File: src/hdl/tsep_pkg.sv
// ----------------------------------------------------------------------------
// tsep_pkg: shared types and constants for the timestamp-to-epoch unit
// Character codes, kept-length codes, stage payload types and the small
// calendar helpers used by the parser and the day-count pipeline.
// ----------------------------------------------------------------------------
package tsep_pkg;

	localparam logic [7:0] CH_ZERO  = 8'h30;
	localparam logic [7:0] CH_NINE  = 8'h39;
	localparam logic [7:0] CH_DASH  = 8'h2D;
	localparam logic [7:0] CH_PLUS  = 8'h2B;
	localparam logic [7:0] CH_COLON = 8'h3A;
	localparam logic [7:0] CH_SPACE = 8'h20;
	localparam logic [7:0] CH_DOT   = 8'h2E;
	localparam logic [7:0] CH_Z     = 8'h5A;

	localparam logic [1:0] FRAC_NONE = 2'd0;
	localparam logic [1:0] FRAC_DROP = 2'd1;
	localparam logic [1:0] FRAC_DONE = 2'd2;

	localparam logic [4:0] POS_SUFFIX = 5'd19;
	localparam logic [4:0] POS_MAX    = 5'd31;
	localparam logic [4:0] LEN_BODY   = 5'd19;
	localparam logic [4:0] LEN_ZULU   = 5'd20;
	localparam logic [4:0] LEN_HH     = 5'd22;
	localparam logic [4:0] LEN_HHMM   = 5'd25;

	localparam logic [6:0] MAX_MONTH  = 7'd12;
	localparam logic [6:0] MAX_DAY    = 7'd31;
	localparam logic [6:0] MAX_HOUR   = 7'd23;
	localparam logic [6:0] MAX_MINUTE = 7'd59;
	localparam logic [6:0] MAX_SECOND = 7'd60;
	localparam logic [6:0] MAX_ZONE_H = 7'd14;
	localparam logic [6:0] MAX_ZONE_M = 7'd59;

	localparam int EPOCH_W = 39;
	localparam int DAYS_W  = 24;
	localparam int TOD_W   = 19;

	localparam logic [10:0] ERA_RECIP      = 11'd1311;
	localparam logic [23:0] DAYS_PER_ERA   = 24'd146097;
	localparam logic [23:0] DAYS_TO_EPOCH  = 24'd719468;
	localparam logic [23:0] DAYS_PER_YEAR  = 24'd365;
	localparam logic [16:0] SECS_PER_HOUR  = 17'd3600;
	localparam logic [16:0] SECS_PER_MIN   = 17'd60;
	localparam logic [40:0] SECS_PER_DAY   = 41'd86400;

	typedef struct packed {
		logic        ok;
		logic [13:0] year;
		logic [3:0]  month;
		logic [4:0]  day;
		logic [4:0]  hour;
		logic [5:0]  minute;
		logic [5:0]  second;
		logic        off_neg;
		logic [4:0]  off_h;
		logic [5:0]  off_m;
	} date_t;

	typedef struct packed {
		logic                     ok;
		logic signed [DAYS_W-1:0] days;
		logic signed [TOD_W-1:0]  tod;
	} days_t;

	function automatic logic [6:0] two_digit(input logic [3:0] tens, input logic [3:0] ones);
		two_digit = {3'b000, tens} * 7'd10 + {3'b000, ones};
	endfunction

	// Day of the March-based year on which each month starts
	function automatic logic [8:0] month_start(input logic [3:0] m);
		case (m)
			4'd3:    month_start = 9'd0;
			4'd4:    month_start = 9'd31;
			4'd5:    month_start = 9'd61;
			4'd6:    month_start = 9'd92;
			4'd7:    month_start = 9'd122;
			4'd8:    month_start = 9'd153;
			4'd9:    month_start = 9'd184;
			4'd10:   month_start = 9'd214;
			4'd11:   month_start = 9'd245;
			4'd12:   month_start = 9'd275;
			4'd1:    month_start = 9'd306;
			4'd2:    month_start = 9'd337;
			default: month_start = 9'd0;
		endcase
	endfunction

endpackage

File: src/hdl/tsep_if.sv
// ----------------------------------------------------------------------------
// tsep_if: valid/ready channels of the timestamp-to-epoch unit
// Text channel carries one character beat; result channel one epoch result.
// ----------------------------------------------------------------------------
interface tsep_text_if;
	logic       valid;
	logic       ready;
	logic [7:0] character;
	logic       has_char;
	logic       last;

	modport source (output valid, output character, output has_char, output last, input ready);
	modport sink (input valid, input character, input has_char, input last, output ready);
endinterface

interface tsep_result_if;
	logic                               valid;
	logic                               ready;
	logic                               ok;
	logic signed [tsep_pkg::EPOCH_W-1:0] epoch_seconds;

	modport source (output valid, output ok, output epoch_seconds, input ready);
	modport sink (input valid, input ok, input epoch_seconds, output ready);
endinterface

File: src/hdl/tsep_parse.sv
// ----------------------------------------------------------------------------
// tsep_parse: character parser
// Checks each kept character at its fixed position, gathers the date, time
// and zone fields, drops the fraction, and on the last beat registers the
// finished fields into the first pipeline stage.
// ----------------------------------------------------------------------------
module tsep_parse (
	input  logic                 clk,
	input  logic                 arst_n,
	input  logic                 in_valid,
	output logic                 in_ready,
	input  logic [7:0]           character,
	input  logic                 has_char,
	input  logic                 last,
	output logic                 dn_valid,
	input  logic                 dn_ready,
	output tsep_pkg::date_t      dn_data
);

	logic [4:0]  pos_q, pos_n;
	logic [1:0]  frac_q, frac_n;
	logic [13:0] year_q, year_n;
	logic [3:0]  month_q, month_n;
	logic [4:0]  day_q, day_n;
	logic [4:0]  hour_q, hour_n;
	logic [5:0]  minute_q, minute_n;
	logic [5:0]  second_q, second_n;
	logic        neg_q, neg_n;
	logic [4:0]  zh_q, zh_n;
	logic [5:0]  zm_q, zm_n;
	logic        err_q, err_n;
	logic        zulu_q, zulu_n;

	logic            s1_v_q;
	tsep_pkg::date_t s1_q;
	tsep_pkg::date_t fin;

	logic       acc;
	logic       keep;
	logic       dig;
	logic       is_sfx;
	logic [7:0] dfull;
	logic [3:0] d;
	logic [6:0] v;
	logic       len_ok;

	assign in_ready = !s1_v_q || dn_ready;
	assign acc      = in_valid && in_ready;
	assign dn_valid = s1_v_q;
	assign dn_data  = s1_q;

	always_comb begin
		pos_n    = pos_q;
		frac_n   = frac_q;
		year_n   = year_q;
		month_n  = month_q;
		day_n    = day_q;
		hour_n   = hour_q;
		minute_n = minute_q;
		second_n = second_q;
		neg_n    = neg_q;
		zh_n     = zh_q;
		zm_n     = zm_q;
		err_n    = err_q;
		zulu_n   = zulu_q;
		keep     = 1'b0;
		dfull    = character - tsep_pkg::CH_ZERO;
		d        = dfull[3:0];
		dig      = character inside {[tsep_pkg::CH_ZERO:tsep_pkg::CH_NINE]};
		is_sfx   = character inside {tsep_pkg::CH_PLUS, tsep_pkg::CH_DASH, tsep_pkg::CH_Z};
		v        = 7'd0;

		if (has_char) begin
			if (frac_q == tsep_pkg::FRAC_NONE && character == tsep_pkg::CH_DOT) begin
				frac_n = tsep_pkg::FRAC_DROP;
			end else if (frac_q == tsep_pkg::FRAC_DROP) begin
				if (is_sfx) begin
					frac_n = tsep_pkg::FRAC_DONE;
					keep   = 1'b1;
				end
			end else begin
				keep = 1'b1;
			end
		end

		if (keep) begin
			if (pos_q != tsep_pkg::POS_MAX) begin
				pos_n = pos_q + 5'd1;
			end
			if (!err_q) begin
				case (pos_q)
					5'd4, 5'd7: begin
						if (character != tsep_pkg::CH_DASH) err_n = 1'b1;
					end
					5'd10: begin
						if (character != tsep_pkg::CH_SPACE) err_n = 1'b1;
					end
					5'd13, 5'd16: begin
						if (character != tsep_pkg::CH_COLON) err_n = 1'b1;
					end
					tsep_pkg::POS_SUFFIX: begin
						if (character == tsep_pkg::CH_Z) begin
							zulu_n = 1'b1;
						end else if (character == tsep_pkg::CH_PLUS) begin
							neg_n = 1'b0;
						end else if (character == tsep_pkg::CH_DASH) begin
							neg_n = 1'b1;
						end else begin
							err_n = 1'b1;
						end
					end
					5'd22: begin
						if (zulu_q || character != tsep_pkg::CH_COLON) err_n = 1'b1;
					end
					5'd0, 5'd1, 5'd2, 5'd3, 5'd5, 5'd6, 5'd8, 5'd9, 5'd11, 5'd12,
					5'd14, 5'd15, 5'd17, 5'd18, 5'd20, 5'd21, 5'd23, 5'd24: begin
						if (!dig || (zulu_q && pos_q > tsep_pkg::POS_SUFFIX)) begin
							err_n = 1'b1;
						end else begin
							case (pos_q)
								5'd0, 5'd1, 5'd2, 5'd3: begin
									year_n = year_q * 14'd10 + {10'd0, d};
								end
								5'd5:  month_n = d;
								5'd6: begin
									v = tsep_pkg::two_digit(month_q, d);
									if (v < 7'd1 || v > tsep_pkg::MAX_MONTH) err_n = 1'b1;
									else month_n = v[3:0];
								end
								5'd8:  day_n = {1'b0, d};
								5'd9: begin
									v = tsep_pkg::two_digit(day_q[3:0], d);
									if (v < 7'd1 || v > tsep_pkg::MAX_DAY) err_n = 1'b1;
									else day_n = v[4:0];
								end
								5'd11: hour_n = {1'b0, d};
								5'd12: begin
									v = tsep_pkg::two_digit(hour_q[3:0], d);
									if (v > tsep_pkg::MAX_HOUR) err_n = 1'b1;
									else hour_n = v[4:0];
								end
								5'd14: minute_n = {2'b00, d};
								5'd15: begin
									v = tsep_pkg::two_digit(minute_q[3:0], d);
									if (v > tsep_pkg::MAX_MINUTE) err_n = 1'b1;
									else minute_n = v[5:0];
								end
								5'd17: second_n = {2'b00, d};
								5'd18: begin
									v = tsep_pkg::two_digit(second_q[3:0], d);
									if (v > tsep_pkg::MAX_SECOND) err_n = 1'b1;
									else second_n = v[5:0];
								end
								5'd20: zh_n = {1'b0, d};
								5'd21: begin
									v = tsep_pkg::two_digit(zh_q[3:0], d);
									if (v > tsep_pkg::MAX_ZONE_H) err_n = 1'b1;
									else zh_n = v[4:0];
								end
								5'd23: zm_n = {2'b00, d};
								default: begin
									v = tsep_pkg::two_digit(zm_q[3:0], d);
									if (v > tsep_pkg::MAX_ZONE_M) err_n = 1'b1;
									else zm_n = v[5:0];
								end
							endcase
						end
					end
					default: err_n = 1'b1;
				endcase
			end
		end
	end

	always_comb begin
		case (pos_n)
			tsep_pkg::LEN_BODY, tsep_pkg::LEN_HH, tsep_pkg::LEN_HHMM: len_ok = 1'b1;
			tsep_pkg::LEN_ZULU: len_ok = zulu_n;
			default: len_ok = 1'b0;
		endcase
		fin.ok      = len_ok && !err_n;
		fin.year    = year_n;
		fin.month   = month_n;
		fin.day     = day_n;
		fin.hour    = hour_n;
		fin.minute  = minute_n;
		fin.second  = second_n;
		fin.off_neg = neg_n;
		fin.off_h   = (pos_n == tsep_pkg::LEN_HH || pos_n == tsep_pkg::LEN_HHMM) ? zh_n : 5'd0;
		fin.off_m   = (pos_n == tsep_pkg::LEN_HHMM) ? zm_n : 6'd0;
	end

	always_ff @(posedge clk or negedge arst_n) begin
		if (!arst_n) begin
			pos_q    <= '0;
			frac_q   <= tsep_pkg::FRAC_NONE;
			year_q   <= '0;
			month_q  <= '0;
			day_q    <= '0;
			hour_q   <= '0;
			minute_q <= '0;
			second_q <= '0;
			neg_q    <= 1'b0;
			zh_q     <= '0;
			zm_q     <= '0;
			err_q    <= 1'b0;
			zulu_q   <= 1'b0;
		end else if (acc) begin
			if (last) begin
				pos_q    <= '0;
				frac_q   <= tsep_pkg::FRAC_NONE;
				year_q   <= '0;
				month_q  <= '0;
				day_q    <= '0;
				hour_q   <= '0;
				minute_q <= '0;
				second_q <= '0;
				neg_q    <= 1'b0;
				zh_q     <= '0;
				zm_q     <= '0;
				err_q    <= 1'b0;
				zulu_q   <= 1'b0;
			end else begin
				pos_q    <= pos_n;
				frac_q   <= frac_n;
				year_q   <= year_n;
				month_q  <= month_n;
				day_q    <= day_n;
				hour_q   <= hour_n;
				minute_q <= minute_n;
				second_q <= second_n;
				neg_q    <= neg_n;
				zh_q     <= zh_n;
				zm_q     <= zm_n;
				err_q    <= err_n;
				zulu_q   <= zulu_n;
			end
		end
	end

	always_ff @(posedge clk or negedge arst_n) begin
		if (!arst_n) begin
			s1_v_q <= 1'b0;
		end else if (acc && last) begin
			s1_v_q <= 1'b1;
		end else if (dn_ready) begin
			s1_v_q <= 1'b0;
		end
	end

	always_ff @(posedge clk) begin
		if (acc && last) begin
			s1_q <= fin;
		end
	end

endmodule

File: src/hdl/tsep_days.sv
// ----------------------------------------------------------------------------
// tsep_days: civil date to day count pipeline
// Three stages: era and time of day, year of era, then the day count since
// 1970-01-01. Each stage holds while the next one is full and cannot pass its data on.
// ----------------------------------------------------------------------------
module tsep_days (
	input  logic            clk,
	input  logic            arst_n,
	input  logic            up_valid,
	output logic            up_ready,
	input  tsep_pkg::date_t up_data,
	output logic            dn_valid,
	input  logic            dn_ready,
	output tsep_pkg::days_t dn_data
);

	logic ld2, ld3, ld4;
	logic v2_q, v3_q, v4_q;

	// stage 2
	logic                                ok_s2;
	logic                                yneg_s2;
	logic [13:0]                         yadj_s2;
	logic [4:0]                          era_s2;
	logic [8:0]                          doyd_s2;
	logic signed [tsep_pkg::TOD_W-1:0]   tod_s2;

	// stage 3
	logic                                ok_s3;
	logic [8:0]                          yoe_s3;
	logic signed [tsep_pkg::DAYS_W-1:0]  erad_s3;
	logic [8:0]                          doyd_s3;
	logic signed [tsep_pkg::TOD_W-1:0]   tod_s3;

	// stage 4
	tsep_pkg::days_t                     res_s4;

	logic        adj;
	logic        yneg;
	logic [13:0] yadj;
	logic [20:0] era_prod;
	logic [16:0] tod_u;
	logic [16:0] off_u;
	logic signed [tsep_pkg::TOD_W-1:0] tod_c;
	logic [8:0]  doyd;

	logic [13:0] era400;
	logic [13:0] yoe_w;
	logic [8:0]  yoe;
	logic [tsep_pkg::DAYS_W-1:0] erad_u;

	logic [1:0]  cent;
	logic [tsep_pkg::DAYS_W-1:0] days_u;

	assign ld4      = !v4_q || dn_ready;
	assign ld3      = !v3_q || ld4;
	assign ld2      = !v2_q || ld3;
	assign up_ready = ld2;
	assign dn_valid = v4_q;
	assign dn_data  = res_s4;

	always_comb begin
		adj      = up_data.month <= 4'd2;
		yneg     = adj && (up_data.year == 14'd0);
		yadj     = up_data.year - {13'd0, adj};
		era_prod = {11'd0, yadj[13:4]} * {10'd0, tsep_pkg::ERA_RECIP};
		tod_u    = {12'd0, up_data.hour} * tsep_pkg::SECS_PER_HOUR
		         + {11'd0, up_data.minute} * tsep_pkg::SECS_PER_MIN
		         + {11'd0, up_data.second};
		off_u    = {12'd0, up_data.off_h} * tsep_pkg::SECS_PER_HOUR
		         + {11'd0, up_data.off_m} * tsep_pkg::SECS_PER_MIN;
		if (up_data.off_neg) begin
			tod_c = $signed({2'b00, tod_u}) + $signed({2'b00, off_u});
		end else begin
			tod_c = $signed({2'b00, tod_u}) - $signed({2'b00, off_u});
		end
		doyd = tsep_pkg::month_start(up_data.month) + {4'd0, up_data.day} - 9'd1;
	end

	always_comb begin
		era400 = {9'd0, era_s2} * 14'd400;
		yoe_w  = yadj_s2 - era400;
		yoe    = yneg_s2 ? 9'd399 : yoe_w[8:0];
		erad_u = yneg_s2 ? (~tsep_pkg::DAYS_PER_ERA + 24'd1)
		                 : {19'd0, era_s2} * tsep_pkg::DAYS_PER_ERA;
	end

	always_comb begin
		if (yoe_s3 >= 9'd300)      cent = 2'd3;
		else if (yoe_s3 >= 9'd200) cent = 2'd2;
		else if (yoe_s3 >= 9'd100) cent = 2'd1;
		else                       cent = 2'd0;
		days_u = erad_s3
		       + {15'd0, yoe_s3} * tsep_pkg::DAYS_PER_YEAR
		       + {17'd0, yoe_s3[8:2]}
		       - {22'd0, cent}
		       + {15'd0, doyd_s3}
		       - tsep_pkg::DAYS_TO_EPOCH;
	end

	always_ff @(posedge clk or negedge arst_n) begin
		if (!arst_n) begin
			v2_q <= 1'b0;
			v3_q <= 1'b0;
			v4_q <= 1'b0;
		end else begin
			if (ld2) v2_q <= up_valid;
			if (ld3) v3_q <= v2_q;
			if (ld4) v4_q <= v3_q;
		end
	end

	always_ff @(posedge clk) begin
		if (ld2 && up_valid) begin
			ok_s2   <= up_data.ok;
			yneg_s2 <= yneg;
			yadj_s2 <= yadj;
			era_s2  <= era_prod[19:15];
			doyd_s2 <= doyd;
			tod_s2  <= tod_c;
		end
		if (ld3 && v2_q) begin
			ok_s3   <= ok_s2;
			yoe_s3  <= yoe;
			erad_s3 <= $signed(erad_u);
			doyd_s3 <= doyd_s2;
			tod_s3  <= tod_s2;
		end
		if (ld4 && v3_q) begin
			res_s4.ok   <= ok_s3;
			res_s4.days <= $signed(days_u);
			res_s4.tod  <= tod_s3;
		end
	end

endmodule

File: src/hdl/tsep_secs.sv
// ----------------------------------------------------------------------------
// tsep_secs: seconds stage and result register
// Scales the day count to seconds, adds the time of day less the zone
// offset, and holds the result until the receiver takes it.
// ----------------------------------------------------------------------------
module tsep_secs (
	input  logic                                clk,
	input  logic                                arst_n,
	input  logic                                up_valid,
	output logic                                up_ready,
	input  tsep_pkg::days_t                     up_data,
	output logic                                dn_valid,
	input  logic                                dn_ready,
	output logic                                ok,
	output logic signed [tsep_pkg::EPOCH_W-1:0] epoch_seconds
);

	logic                                v5_q;
	logic                                ok_s5;
	logic signed [tsep_pkg::EPOCH_W-1:0] secs_s5;
	logic signed [40:0]                  secs_w;

	assign up_ready      = !v5_q || dn_ready;
	assign dn_valid      = v5_q;
	assign ok            = ok_s5;
	assign epoch_seconds = secs_s5;

	always_comb begin
		secs_w = 41'(up_data.days) * $signed(tsep_pkg::SECS_PER_DAY) + 41'(up_data.tod);
	end

	always_ff @(posedge clk or negedge arst_n) begin
		if (!arst_n) begin
			v5_q <= 1'b0;
		end else if (up_ready) begin
			v5_q <= up_valid;
		end
	end

	always_ff @(posedge clk) begin
		if (up_ready && up_valid) begin
			ok_s5   <= up_data.ok;
			secs_s5 <= up_data.ok ? secs_w[tsep_pkg::EPOCH_W-1:0] : '0;
		end
	end

endmodule

File: src/hdl/timestamp_text_to_epoch_seconds_unit.sv
// ----------------------------------------------------------------------------
// timestamp_text_to_epoch_seconds_unit: timestamp text to UTC epoch seconds
// Text beats come in on the text channel, at most one character per beat; the beat
// marked last closes the string, and one beat on the result channel gives
// ok and the signed UTC seconds since 1970 (zero when the text is rejected).
// Throughput is one text beat per cycle while text ready is high, also while results are in flight.
// The result of a string is registered in turn by the parser stage, three
// day-count stages and the seconds stage, starting at the edge that takes its
// last beat; the last of these stages is the result register.
// A stalled result holds in the result register; the pipeline stages behind
// it keep filling, and text ready drops only once all five result-bearing
// stages are full.
// Reset clears the parser state and all stage valid flags; no pass over
// storage is needed and the first beat may come in the cycle after release.
// ----------------------------------------------------------------------------
module timestamp_text_to_epoch_seconds_unit (
	input  logic             clk,
	input  logic             arst_n,
	tsep_text_if.sink        text,
	tsep_result_if.source    result
);

	tsep_pkg::date_t date_s1;
	tsep_pkg::days_t days_s4;
	logic            p_valid, p_ready;
	logic            d_valid, d_ready;

	tsep_parse u_parse (
		.clk       (clk),
		.arst_n    (arst_n),
		.in_valid  (text.valid),
		.in_ready  (text.ready),
		.character (text.character),
		.has_char  (text.has_char),
		.last      (text.last),
		.dn_valid  (p_valid),
		.dn_ready  (p_ready),
		.dn_data   (date_s1)
	);

	tsep_days u_days (
		.clk      (clk),
		.arst_n   (arst_n),
		.up_valid (p_valid),
		.up_ready (p_ready),
		.up_data  (date_s1),
		.dn_valid (d_valid),
		.dn_ready (d_ready),
		.dn_data  (days_s4)
	);

	tsep_secs u_secs (
		.clk           (clk),
		.arst_n        (arst_n),
		.up_valid      (d_valid),
		.up_ready      (d_ready),
		.up_data       (days_s4),
		.dn_valid      (result.valid),
		.dn_ready      (result.ready),
		.ok            (result.ok),
		.epoch_seconds (result.epoch_seconds)
	);

endmodule
File: src/flat_wrapper.sv
// flat-port wrapper written by rule: the top's interface ports become plain ports
module timestamp_text_to_epoch_seconds_unit_flat 
  (clk, arst_n, text_valid, text_character, text_has_char, text_last, text_ready, result_valid, result_ok, result_epoch_seconds, result_ready);
  tsep_text_if text_i ();
  tsep_result_if result_i ();
  input  logic clk;
  input  logic arst_n;
  input wire logic [$bits(text_i.valid)-1:0] text_valid;
  input wire logic [$bits(text_i.character)-1:0] text_character;
  input wire logic [$bits(text_i.has_char)-1:0] text_has_char;
  input wire logic [$bits(text_i.last)-1:0] text_last;
  output wire logic [$bits(text_i.ready)-1:0] text_ready;
  output wire logic [$bits(result_i.valid)-1:0] result_valid;
  output wire logic [$bits(result_i.ok)-1:0] result_ok;
  output wire logic [$bits(result_i.epoch_seconds)-1:0] result_epoch_seconds;
  input wire logic [$bits(result_i.ready)-1:0] result_ready;
  assign text_i.valid = text_valid;
  assign text_i.character = text_character;
  assign text_i.has_char = text_has_char;
  assign text_i.last = text_last;
  assign text_ready = text_i.ready;
  assign result_valid = result_i.valid;
  assign result_ok = result_i.ok;
  assign result_epoch_seconds = result_i.epoch_seconds;
  assign result_i.ready = result_ready;
  timestamp_text_to_epoch_seconds_unit u_core (.clk(clk), .arst_n(arst_n), .text(text_i), .result(result_i));
endmodule
File: config.mk
export PLATFORM = sky130hd
export DESIGN_NAME = timestamp_text_to_epoch_seconds_unit_flat
export DESIGN_NICKNAME = d
export VERILOG_FILES = /design/src/hdl/tsep_pkg.sv /design/src/hdl/tsep_if.sv /design/src/hdl/tsep_parse.sv /design/src/hdl/tsep_days.sv /design/src/hdl/tsep_secs.sv /design/src/hdl/timestamp_text_to_epoch_seconds_unit.sv /design/src/flat_wrapper.sv
export SDC_FILE = /design/constraint.sdc
export NUM_CORES = 1
export LEC_CHECK = 0
export ABC_AREA = 1
export BUFFER_PORTS_ARGS = -buffer_cell sky130_fd_sc_hd__buf_2
export CAP_MARGIN = 20
export CORE_MARGIN = 4
export CORE_UTILIZATION = 55
export CTS_BUF_LIST = sky130_fd_sc_hd__clkbuf_2
export DETAILED_ROUTE_END_ITERATION = 6
export PLACE_DENSITY = 0.77
export SLEW_MARGIN = 20
export SYNTH_ARGS = -nofsm -noshare
export SYNTH_HDL_FRONTEND = slang
export SYNTH_HIERARCHICAL = 1
export SYNTH_SLANG_ARGS = --single-unit
File: constraint.sdc
create_clock -name clk -period 6.07 [get_ports clk]
set_input_delay 1.821 -clock clk [delete_from_list [all_inputs] [get_ports clk]]
set_output_delay 1.821 -clock clk [all_outputs]
set_load 0.005 [all_outputs]
# Yosys cells after proc, flatten, opt, wreduce, memory -nomap -nowiden
# Memory sizes are Yosys's and may differ from the RTL's. A register that Yosys moved wholly into a read port is not among the register bits.
# Index checks and enable logic that the tools add are counted.
# totals
reg_bits,309
mem_bits_ro,144
out_inout_bits,42
mem_count,1
# mem_list
name,words,width,rd,rd_ports_with_merged_regs,write_ports,line,text
(name not given),16,9,1,1,0,tsep_pkg.sv:73,case (m)
# classes
n_addsub,25
n_mul,17
n_lt_le_gt_ge,16
eq_ne,37
n_mux,108
reduce_logical,44
# op_table
cell,count
two-way mux 6 bit,18
two-way mux 5 bit,21
two-way mux 14 bit,6
"== test 5 bit, second input constant",13
adder 7 x 4 -> 7 bit,7
"multiplier 4 x 3 -> 6 bit, second input constant",7
"== test 5 x 4 -> 1 bit, second input constant",8
adder 39 x 19 -> 39 bit,1
two-way mux 1 bit,37
case mux 6 bit (2 select lines),3
adder 17 x 12 -> 17 bit,2
"multiplier 24 x 11 -> 32 bit, second input constant",1
case mux 5 bit (2 select lines),3
two-way mux 4 bit,7
"multiplier 5 x 8 -> 13 bit, second input constant",2
adder 24 x 18 -> 24 bit,1
adder 24 x 7 -> 24 bit,1
adder 24 x 9 -> 24 bit,1
"== test 8 x 6 -> 1 bit, second input constant",3
two-way mux 24 bit,1
"inequality test 8 x 6 -> 1 bit, second input constant",3
subtractor 24 x 2 -> 24 bit,1
"subtractor 24 x 20 -> 24 bit, second input constant",1
"multiplier 5 x 18 -> 23 bit, second input constant",1
53 further kinds,98

# Depth between registers and ports, before layout
# Gate-level depths: netlist of the first run.
# logic_depth
word_depth,12
mapped_depth,33

# Hierarchy
# The synthesis of the first run kept the hierarchy.
# by_module_without_submodules
mod,n_inst,cells_each,area_per_inst_um2,seq_area_each_um2
tsep_days,1,1885,17494.3,4579.4
tsep_parse,1,1181,8846.0,3143.0
tsep_secs,1,1109,8154.1,1226.2

# Worst setup path after synthesis of the first run
# Ideal clock, no wire load.
# synth_timing
kind,register to register
startpoint,"reg u_core.u_parse.s1_q, in the netlist u_core/u_parse/dn_data[34]"
endpoint,"reg u_core.u_days.era_s2[4], data pin"
setup_time_ns,0.252
t_arrival_ns,5.712
t_required_ns,5.818
path_slack_ns,0.106
path_stages_with_launch,32
synth_period_minus_slack_ns,5.964
path_cell_list,edfxtp_1 inv_1 ha_1 inv_1 a21oi_1 ha_1 ha_1 nand3_2 xor2_4 inv_1 ha_1 inv_1 ha_1 inv_1 nand2_1 nand2_1 inv_1 ha_1 inv_1 fa_1 fa_1 fa_1 inv_1 ha_1 a21oi_1 o21ai_0 a21oi_1 nand2_2 a21oi_1 inv_1 nand2_1 nand2_1
# synth_between
elab_chain_cells,3
# synth_lines
element,line,text
from (decl),tsep_parse.sv:35,tsep_pkg::date_t s1_q;
from (signal assigned),tsep_parse.sv:253,s1_q <= fin;
less-or-equal comparator 4 x 2 -> 1 bit,tsep_days.sv:63,adj = up_data.month <= 4'd2;
subtractor 14 x 1 -> 14 bit,tsep_days.sv:65,"yadj = up_data.year - {13'd0, adj};"
multiplier 10 x 11 -> 20 bit,tsep_days.sv:66,"era_prod = {11'd0, yadj[13:4]} * {10'd0, tsep_pkg::ERA_RECIP};"
named net u_core.u_days.era_prod[19],tsep_days.sv:41,logic [20:0] era_prod;
to (signal assigned),tsep_days.sv:118,era_s2 <= era_prod[19:15];
to (decl),tsep_days.sv:24,logic [4:0] era_s2;
# The timed path passes the listed nets, and every way through them passes these cells.
# A chain may end at the register's enable or synchronous reset.

# Worst setup path in the final report of the first run
# layout_timing
startpoint,"reg u_core.u_parse.s1_q, in the netlist u_core/u_parse/dn_data[36]"
endpoint,"reg u_core.u_days.era_s2[4], data pin"
# The elaborated chain is that of the path after synthesis.

==> results of run 1 <==
[cells by family after synthesis]
group / synth area share [%]
multiplexers: 0.0290
XOR/XNOR: 4.22
flip-flops: 25.9
AO/OA/AOI/OAI: 8.75
AND/OR/NAND/NOR: 19.3
adder cells (fa/ha/maj): 32.1
buffers and inverters: 9.66
[cells in the mapped netlist (6+ instances only)]
| cell type | instances | area [um^2] |
|---|---|---|
| a211oi_1 | 7 | 52.6 |
| a21o_1 | 13 | 97.6 |
| a21oi_1 | 248 | 1240 |
| a31oi_1 | 7 | 43.8 |
| and2_1 | 6 | 37.5 |
| buf_1 | 6 | 22.5 |
| buf_2 | 7 | 35.0 |
| clkbuf_1 | 14 | 52.6 |
| dfrtp_1 | 66 | 1650 |
| edfxtp_1 | 243 | 7300 |
| fa_1 | 205 | 4100 |
| ha_1 | 558 | 6980 |
| inv_1 | 825 | 3100 |
| inv_2 | 14 | 52.6 |
| nand2_1 | 918 | 3450 |
| nand2_2 | 24 | 150 |
| nand3_1 | 157 | 786 |
| nand3b_1 | 18 | 135 |
| nand4_1 | 42 | 263 |
| nor2_1 | 256 | 961 |
| nor2_2 | 10 | 62.6 |
| nor2_4 | 12 | 135 |
| nor3_1 | 36 | 180 |
| nor4_1 | 8 | 50.1 |
| o211ai_1 | 13 | 97.6 |
| o21a_1 | 11 | 82.6 |
| o21ai_0 | 143 | 716 |
| o21ai_1 | 25 | 125 |
| o21bai_1 | 22 | 165 |
| o22ai_1 | 16 | 100 |
| or2_2 | 13 | 81.3 |
| xnor2_1 | 57 | 499 |
| xor2_1 | 103 | 902 |
[per-layer routing]
metal / part of all wire, % / vias up / GRT usage [%]
li1: - / 13800 / -
met1: 44 / 12500 / 28.8
met2: 49 / 616 / 38.5
met3: 4.5 / 127 / 2.88
met4: 2.2 / 0 / 6.61
met5: 0 / - / 0
[per-stage QoR]
step / util (%) / instances / hold slack (ns)
6_report: 59.6 / 5214 / 0.323
5_1_grt: 59.6 / 5214 / 0.289
4_1_cts: 59.1 / 5206 / 0.281
3_5_place_dp: 57.9 / 5059 / 0.405
3_3_place_gp: 57.9 / 5059 / 0.400
2_1_floorplan: - / 4175 / 0.400
[worst max-delay path by stage]
stage	start	to	slack, ns
3_5_place_dp	u_core/u_parse/dn_data[34]$_DFFE_PP_	u_core/u_days/era_s2[4]$_DFFE_PP_	-0.006
4_1_cts	u_core/u_parse/dn_data[34]$_DFFE_PP_	u_core/u_days/era_s2[4]$_DFFE_PP_	0.08
5_1_grt	u_core/u_parse/dn_data[34]$_DFFE_PP_	u_core/u_days/era_s2[4]$_DFFE_PP_	-0.05
3_3_place_gp	u_core/u_parse/dn_data[34]$_DFFE_PP_	u_core/u_days/era_s2[4]$_DFFE_PP_	0.1
2_1_floorplan	u_core/u_parse/dn_data[34]$_DFFE_PP_	u_core/u_days/era_s2[4]$_DFFE_PP_	0.11
6_report	u_core/u_parse/dn_data[36]$_DFFE_PP_	u_core/u_days/era_s2[4]$_DFFE_PP_	0.28
[final cells by class]
class	instances	area [um^2]
inverter	841	3160
tap	837	1050
clock inverter	42	216
multi-input combinational	2992	22500
antenna	1	2.50
fill	5491	25000
clock buffer	105	526
timing repair buffer	87	519
sequential	309	8950
[state kept, by name, indices dropped and copies added, names as in the netlist, 2 cells and up]
signal                       flops
u_core/u_parse/year_q           14
u_core/u_parse/day_q             5
u_core/u_days/tod_s2            19
u_core/u_days/doyd_s3            9
u_core/u_parse/hour_q            5
u_core/u_days/doyd_s2            9
u_core/u_days/tod_s3            19
u_core/u_days/dn_data           44
u_core/u_parse/zh_q              5
u_core/u_days/yadj_s2            9
u_core/u_days/era_s2             5
u_core/u_parse/frac_q            2
u_core/u_secs/epoch_seconds     39
u_core/u_parse/pos_q             5
u_core/u_parse/zm_q              6
u_core/u_parse/month_q           4
u_core/u_parse/second_q          6
u_core/u_parse/dn_data          53
u_core/u_days/yoe_s3             9
u_core/u_days/erad_s3           24
u_core/u_parse/minute_q          6
[critical path, delay by kind of cell, from the launching register on]
family | cells | cell delay [ns]
fa+ha+maj | 8 | 2.99
simple gates | 7 | 0.94
compound gates | 5 | 0.68
flops | 1 | 0.44
buf+inv | 7 | 0.41
xor+xnor | 1 | 0.11
[timing repair]
action / 4_1_cts / 5_1_grt
setup buffers: 0 / 7
gates resized for setup: 0 / 46
endpoints found under the setup margin: 0 / 15
hold buffers: 0 / 0
==> summary.txt, run 1 <==
Yosys
  – Syn. warnings: 6
  – Main synth FF type: edfxtp_1
  – EDFF count, synth: 243
  – Ys async rst share: between 20% and 30%
  – Netlist cell types: between 60 and 70
  – Register area share after synthesis: ~26%
  – Synthesized instance count: about 4200
  – Avg Cell Area, Syn: roughly 8.3 um^2
  – Yosys reg bits: 309
  – Nets in the synthesized netlist: 4952
  – Cell area after synthesis: about 0.034 mm^2

Min path
  – Worst Hold Class: flip-flop to flip-flop
  – Hold path cells: 0
  – WHS Endpoint: u_core/u_days/tod_s3[0]$_DFFE_PP_
  – Hold Crit Start: u_core/u_days/tod_s2[0]$_DFFE_PP_

Placement
  – Setup slack at placement: -0.00559 ns
  – HPWL Detailed: between 60000 and 70000 um
  – Placer Congestion: 0.960
  – Placed Area: about 0.036 mm^2
  – IO Port Bufs: 55

Worst setup path
  – Critical path fanouts, max: 4
  – Most frequent CP cell: inv_1
  – Worst reg2reg startpoint: u_core/u_parse/dn_data[36]$_DFFE_PP_
  – Startpoint Class: flip-flop
  – Critical path class: flip-flop to flip-flop
  – Slowest stage delay, CP: roughly 0.54 ns
  – Reg2Reg Setup Slack: between 0.2 and 0.3 ns
  – RR Endpoint: u_core/u_days/era_s2[4]$_DFFE_PP_
  – Critical path data arrival time: approximately 6.6 ns
  – Critical path's slowest cell: fa_1
  – R2R depth: 28
  – Worst Setup End Kind: flip-flop
  – Worst Path Required: roughly 6.9 ns

Timing
  – Period utilization: 95.5%
  – Worst setup margin: about 0.28 ns
  – Final min period: around 5.8 ns
  – Final setup vio count: 0
  – Clock skew: ~0.14 ns
  – Slew Limit Fails: 0
  – Final Hold Viols: 0
  – Fin Setup TNS: 0 ns
  – Max Clk Rate: ~0.17 GHz
  – Slew HR: 25.6%
  – Slew @ Worst Pin: between 1 and 1.5 ns

Cells and area
  – Most common cell after layout, fill and taps aside: nand2_1
  – Post-layout instance area: about 0.037 mm^2
  – Leading cell types in the layout, fill and taps excluded: 917 x nand2_1, 818 x inv_1, 545 x ha_1
  – Layout net count: between 5000 and 6000
  – Area Overhead vs Synth: 6.97%
  – Share of layout cells above drive strength 1: about 8.4%

Clocking
  – Htree depth: 3
  – Clock Latency Late Sink: approximately 1.1 ns
  – CTS Root Cell: clkbuf_2
  – CTS sink count: between 300 and 400
  – Clock transition at path regs: between 0.1 and 0.15 ns
  – Total CTS buffers: 83
  – CTS tree: built
  – Buffer depth of the longest clock path: 3

Run
  – Max-cap violation count: 0

Floorplan
  – Core box area: between 0.06 and 0.07 mm^2
  – Die ar.: approximately 0.067 mm^2
  – Row count: between 90 and 100
  – # IOs: 56
  – Die Width: around 260 um
  – Initial Util: between 50% and 60%
  – Die H: 258 um

Global route
  – Initial antenna violation count: 1
  – Gr usage total: about 22%
  – Global-route wire length before repair: ~120000 um
  – Grt ovf: 0
  – Vias in the first global route: about 27000
  – Largest net degree at the start of global routing: 67

Drt
  – First-pass DRT Iterations: 7
  – 1st-iter DRT viols: 1654
  – # DRC: 1
  – Post-Route WL: about 74000 um
  – Vias post-DR: 27100
  – Routed Antenna Nets: 0
  – Average wire per standard cell: between 10 and 15 um
  – Vias/cell: approximately 5.2

Outcome
  – Failing checks: design-rule violations
  – Outcome: finished, violations left
Power of run 1 is left out: the tool's default activity adds up to more than one toggle a clock period on the data nets, which glitch-free logic cannot reach.
==> run 2: changes to the inputs <==
CELL_PAD_IN_SITES_DETAIL_PLACEMENT = 0   (was unset)
CELL_PAD_IN_SITES_GLOBAL_PLACEMENT = 1   (was unset)
CORE_UTILIZATION = 46   (was 55)
PLACE_DENSITY = 0.83   (was 0.77)
==> summary.txt, run 2 (synthesis results as in run 1) <==
Outcome
  – Outcome: finished clean (was finished, violations left)

Timing
  – Slew Limit Fails: 0 (unchanged)
  – Final setup vio count: 0 (unchanged)
  – Final Hold Viols: 0 (unchanged)
  – Final min period: 5.80 ns (was 5.79 ns)
  – Slew @ Worst Pin: 1.10 ns (was 1.12 ns)
  – Worst setup margin: 0.267 ns (was 0.276 ns)
  – Slew HR: 26.4% (was 25.6%)
  – Max Clk Rate: 0.172 GHz (was 0.173 GHz)
  – Clock skew: 0.148 ns (was 0.139 ns)
  – Period utilization: 95.6% (was 95.5%)

Worst setup path
  – Critical path's slowest cell: fa_1 (unchanged)
  – Critical path class: flip-flop to flip-flop (unchanged)
  – Worst reg2reg startpoint: u_core/u_parse/dn_data[34]$_DFFE_PP_ (was u_core/u_parse/dn_data[36]$_DFFE_PP_)
  – Worst Setup End Kind: flip-flop (unchanged)
  – Critical Path Source: u_core/u_parse/dn_data[34]$_DFFE_PP_ (was u_core/u_parse/dn_data[36]$_DFFE_PP_)
  – CP Buf/Inv Count: 9 (was 7)
  – Cell family with most CP delay: adder cells (unchanged)
  – Startpoint Class: flip-flop (unchanged)
  – Most frequent CP cell: inv_1 (unchanged)
  – Critical path fanouts, max: 5 (was 4)
  – Critical path data arrival time: 6.63 ns (was 6.59 ns)
  – Worst Path Required: 6.90 ns (was 6.87 ns)
  – Slowest stage delay, CP: 0.55 ns (was 0.54 ns)

Cells and area
  – Share of layout cells above drive strength 1: 9.20% (was 8.36%)
  – Post-Layout Cell Count: 5384 (was 5214)
  – Largest register FFs: 53 (unchanged)
  – Most common cell after layout, fill and taps aside: nand2_1 (unchanged)
  – Fill count: 7213 (was 5491)
  – Post-layout instance area: 0.0373 mm^2 (was 0.0369 mm^2)
  – Leading cell types in the layout, fill and taps excluded: 917 x nand2_1, 820 x inv_1, 549 x ha_1 (was 917 x nand2_1, 818 x inv_1, 545 x ha_1)
  – Layout net count: 5124 (was 5091)
  – Area Overhead vs Synth: 8.20% (was 6.97%)

Global route
  – Initial antenna violation count: 3 (was 1)
  – Vias in the first global route: 26500 (was 26700)
  – Largest net degree at the start of global routing: 62 (was 67)
  – Global-route wire length before repair: 128000 um (was 124000 um)
  – Grt ovf: 0 (unchanged)
  – Gr usage total: 19.5% (was 22.1%)

Drt
  – Routed Antenna Nets: 0 (unchanged)
  – # DRC: 0 (was 1)
  – Vias/cell: 4.99 (was 5.19)
  – Average wire per standard cell: 14.2 um (about the same)
  – First-pass DRT Iterations: 6 (was 7)
  – Post-Route WL: 76500 um (was 73800 um)
  – Vias post-DR: 26800 (was 27100)
  – 1st-iter DRT viols: 1391 (was 1654)

Floorplan
  – Core box area: 0.0744 mm^2 (was 0.0619 mm^2)
  – Die H: 282 um (was 258 um)
  – Initial Util: 46.3% (was 55.7%)
  – Die Width: 282 um (was 258 um)
  – Die ar.: 0.0794 mm^2 (was 0.0668 mm^2)
  – # IOs: 56 (unchanged)
  – Row count: 100 (was 91)

Clocking
  – Cts hold-fix bufs: 0 (unchanged)
  – Clock Latency Late Sink: 1.12 ns (was 1.08 ns)
  – Total CTS buffers: 87 (was 83)
  – Htree depth: 3 (unchanged)
  – CTS tree: built (unchanged)
  – Buffer depth of the longest clock path: 3 (unchanged)
  – CTS Root Cell: clkbuf_2 (unchanged)
  – CTS sink count: 309 (unchanged)
  – Clock transition at path regs: 0.10 ns (was 0.11 ns)

Run
  – Max-cap violation count: 0 (unchanged)

Placement
  – Placer Congestion: 0.887 (was 0.960)
  – HPWL Detailed: 62400 um (was 60200 um)
  – Setup slack at placement: 0.00753 ns (was -0.00559 ns)
  – IO Port Bufs: 55 (unchanged)
  – Placed insts: 5198 (was 5059)
  – Placed Area: 0.0361 mm^2 (was 0.0359 mm^2)

Min path
  – Hold Crit Start: u_core/u_days/tod_s2[1]$_DFFE_PP_ (was u_core/u_days/tod_s2[0]$_DFFE_PP_)
  – Worst Hold Class: flip-flop to flip-flop (unchanged)
==> run 2: cell count changes in the layout (fill, tap and decap cells not counted), sizes merged <==
cell      delta
clkinvlp     +1
clkbuf       +8
bufinv       +1
inv          -3
buf         +29
diode        +2
==> run 2: repair_timing <==
| item | 4_1_cts | 5_1_grt |
|---|---|---|
| resized for setup | 0 | 37 |
| buffers inserted | 0 | 29 |
| hold endpoints to repair | 0 | 0 |
| endpoints found under the setup margin | 0 | 22 |
==> run 2: worst register-to-register path, delay by kind of cell, from the launching register on <==
kind | cells | cell delay [ns]
adder cells (fa/ha/maj) | 9 | 3.10
AO/OA/AOI/OAI | 5 | 0.73
buffers and inverters | 9 | 0.63
AND/OR/NAND/NOR | 6 | 0.58
flip-flops | 1 | 0.41
XOR/XNOR | 1 | 0.17
==> run 2: routing by layer <==
metal	track usage, %	part of all wire (%)
met1	25.8	47
met2	33.6	48
met3	2.83	3.5
met4	5.07	2.0
met5	0	0.017
==> run 2: final timing paths <==
path | end | slack [ns] | cells after the start
setup / recovery | u_core/u_days/era_s2[4]$_DFFE_PP_ | 0.27 | 30
hold / removal | u_core/u_days/tod_s3[1]$_DFFE_PP_ | 0.30 | 0
setup reg to reg | u_core/u_days/era_s2[4]$_DFFE_PP_ | 0.27 | 30
hold reg to reg | u_core/u_days/tod_s3[1]$_DFFE_PP_ | 0.30 | 0
max in group asynchronous | u_core/u_parse/minute_q[4]$_DFFE_PN0P_ | 4.36 | 2
min in group asynchronous | u_core/u_parse/year_q[11]$_DFFE_PN0P_ | 0.61 | 1
==> run 2: cell type report <==
class / count / area, um^2 / share of cell area [%]
clock inverters: 41 / 256 / 0.687
diodes: 3 / 7.51 / 0.0201
multi-input cells: 2992 / 22400 / 60.1
well taps: 969 / 1210 / 3.25
clock buffers: 113 / 566 / 1.52
repair buffers: 116 / 736 / 1.97
flip-flops and latches: 309 / 8950 / 24.0
inverters: 841 / 3160 / 8.48
==> run 2: through the flow <==
step | setup TNS [ns] | hold slack [ns] | utilization (%)
6_report | 0 | 0.304 | 50.1
5_1_grt | -0.0294 | 0.322 | 50.1
4_1_cts | 0 | 0.286 | 49.6
3_5_place_dp | 0 | 0.405 | 48.5
3_3_place_gp | 0 | 0.401 | 48.5
2_1_floorplan | 0 | 0.400 | -
Power of run 2 is left out for the same reason.
==> run 3: changes to the inputs <==
PLACE_DENSITY = 0.87   (was 0.83)
==> summary.txt, run 3 (synthesis results as in run 1) <==
Outcome
  – Outcome: finished clean (unchanged)

Min path
  – Worst Hold Class: flip-flop to flip-flop (unchanged)

Placement
  – HPWL Detailed: 62200 um (was 62400 um)
  – Placed insts: 5201 (was 5198)
  – IO Port Bufs: 55 (unchanged)
  – Placer Congestion: 0.912 (was 0.887)

Timing
  – Final hold slack: 0.364 ns (was 0.304 ns)
  – Slew @ Worst Pin: 0.974 ns (was 1.10 ns)
  – Final setup vio count: 0 (unchanged)
  – Period utilization: 94.7% (was 95.6%)
  – Final Hold Viols: 0 (unchanged)
  – Clock skew: 0.107 ns (was 0.148 ns)
  – Max Clk Rate: 0.174 GHz (was 0.172 GHz)
  – Slew HR: 35.0% (was 26.4%)
  – Slew Limit Fails: 0 (unchanged)
  – Final min period: 5.75 ns (was 5.80 ns)

Clocking
  – Cts hold-fix bufs: 0 (unchanged)
  – Buffer depth of the longest clock path: 3 (unchanged)
  – CTS Root Cell: clkbuf_2 (unchanged)
  – Htree depth: 3 (unchanged)
  – Clock transition at path regs: 0.10 ns (about the same)
  – CTS tree: built (unchanged)
  – Clock Latency Late Sink: 1.08 ns (was 1.12 ns)
  – CTS sink count: 309 (unchanged)
  – Total CTS buffers: 84 (was 87)

Floorplan
  – Die ar.: 0.0794 mm^2 (unchanged)
  – Die H: 282 um (unchanged)
  – # IOs: 56 (unchanged)
  – Die Width: 282 um (unchanged)
  – Core box area: 0.0744 mm^2 (unchanged)
  – Row count: 100 (unchanged)
  – Initial Util: 46.3% (unchanged)

Global route
  – Initial antenna violation count: 2 (was 3)
  – Gr usage total: 19.6% (was 19.5%)
  – Vias in the first global route: 26700 (was 26500)
  – Grt ovf: 0 (unchanged)
  – Global-route wire length before repair: 129000 um (was 128000 um)
  – Largest net degree at the start of global routing: 56 (was 62)

Drt
  – 1st-iter DRT viols: 1453 (was 1391)
  – Post-Route WL: 76600 um (was 76500 um)
  – Average wire per standard cell: 14.2 um (about the same)
  – Routed Antenna Nets: 0 (unchanged)
  – Vias post-DR: 26900 (was 26800)
  – Vias/cell: 4.99 (about the same)
  – First-pass DRT Iterations: 6 (unchanged)
  – # DRC: 0 (unchanged)

Worst setup path
  – Most frequent CP cell: inv_1 (unchanged)
  – Worst Path Required: 6.89 ns (was 6.90 ns)
  – Critical path class: flip-flop to flip-flop (unchanged)
  – Slowest stage delay, CP: 0.53 ns (was 0.55 ns)
  – Critical path's slowest cell: fa_1 (unchanged)
  – Worst Setup End Kind: flip-flop (unchanged)
  – Critical path fanouts, max: 4 (was 5)
  – Critical path data arrival time: 6.57 ns (was 6.63 ns)
  – Startpoint Class: flip-flop (unchanged)

Cells and area
  – Post-Layout Cell Count: 5381 (was 5384)
  – Layout net count: 5117 (was 5124)
  – Share of layout cells above drive strength 1: 8.75% (was 9.20%)
  – Area Overhead vs Synth: 8.02% (was 8.20%)
  – Most common cell after layout, fill and taps aside: nand2_1 (unchanged)
  – Leading cell types in the layout, fill and taps excluded: 917 x nand2_1, 819 x inv_1, 550 x ha_1 (was 917 x nand2_1, 820 x inv_1, 549 x ha_1)
  – Largest register FFs: 53 (unchanged)

Run
  – Max-cap violation count: 0 (unchanged)
==> run 3: what timing repair did <==
item | 4_1_cts | 5_1_grt
gates resized for setup | 0 | 32
setup endpoints to repair | 0 | 19
buffers inserted | 0 | 21
==> run 3: final cells by class <==
type / count / area, um^2
diodes: 3 / 7.51
clock buffers: 110 / 551
clock inverters: 45 / 262
fillers: 7150 / 37200
inverters: 841 / 3160
multi-input cells: 2992 / 22400
flip-flops and latches: 309 / 8950
well taps: 969 / 1210
repair buffers: 112 / 713
==> run 3: stage by stage <==
step                utilization, %   TNS, ns  cell area [um^2]  setup slack [ns]
floorplan                        -         0             34500             0.106
global placement              48.5         0             36100            0.0804
detailed placement            48.5         0             36100            0.0431
CTS                           49.6         0             36900             0.164
global route                  50.0  -0.00665             37300          -0.00347
finish                        50.0         0             37300             0.322
==> run 3: path summary, 6_finish.rpt <==
check	start	endpoint	depth (start not counted)	slack (ns)
hold / removal	u_core/u_days/ok_s2$_DFFE_PP_	u_core/u_days/ok_s3$_DFFE_PP_	0	0.36
setup reg to reg	u_core/u_parse/dn_data[34]$_DFFE_PP_	u_core/u_days/era_s2[4]$_DFFE_PP_	29	0.32
min in group asynchronous	arst_n	u_core/u_parse/month_q[1]$_DFFE_PN0P_	1	0.67
max in group asynchronous	arst_n	u_core/u_days/v3_q$_DFFE_PN0P_	2	4.34
setup / recovery	u_core/u_parse/dn_data[34]$_DFFE_PP_	u_core/u_days/era_s2[4]$_DFFE_PP_	29	0.32
hold reg to reg	u_core/u_days/ok_s2$_DFFE_PP_	u_core/u_days/ok_s3$_DFFE_PP_	0	0.36
==> run 3: layer usage <==
metal | part of all wire [%] | GRT usage (%)
met1 | 47 | 26.1
met2 | 48 | 33.8
met5 | 0 | 0
met3 | 3.8 | 2.61
met4 | 1.7 | 4.93
==> run 3: worst max-delay path: cells and delay by family (launching register included) <==
kind	cells	cell delay (ns)
buffers and inverters	8	0.46
AO/OA/AOI/OAI	5	0.67
adder cells (fa/ha/maj)	9	3.08
AND/OR/NAND/NOR	6	0.83
XOR/XNOR	1	0.12
flip-flops	1	0.40
Power of run 3 is left out for the same reason.
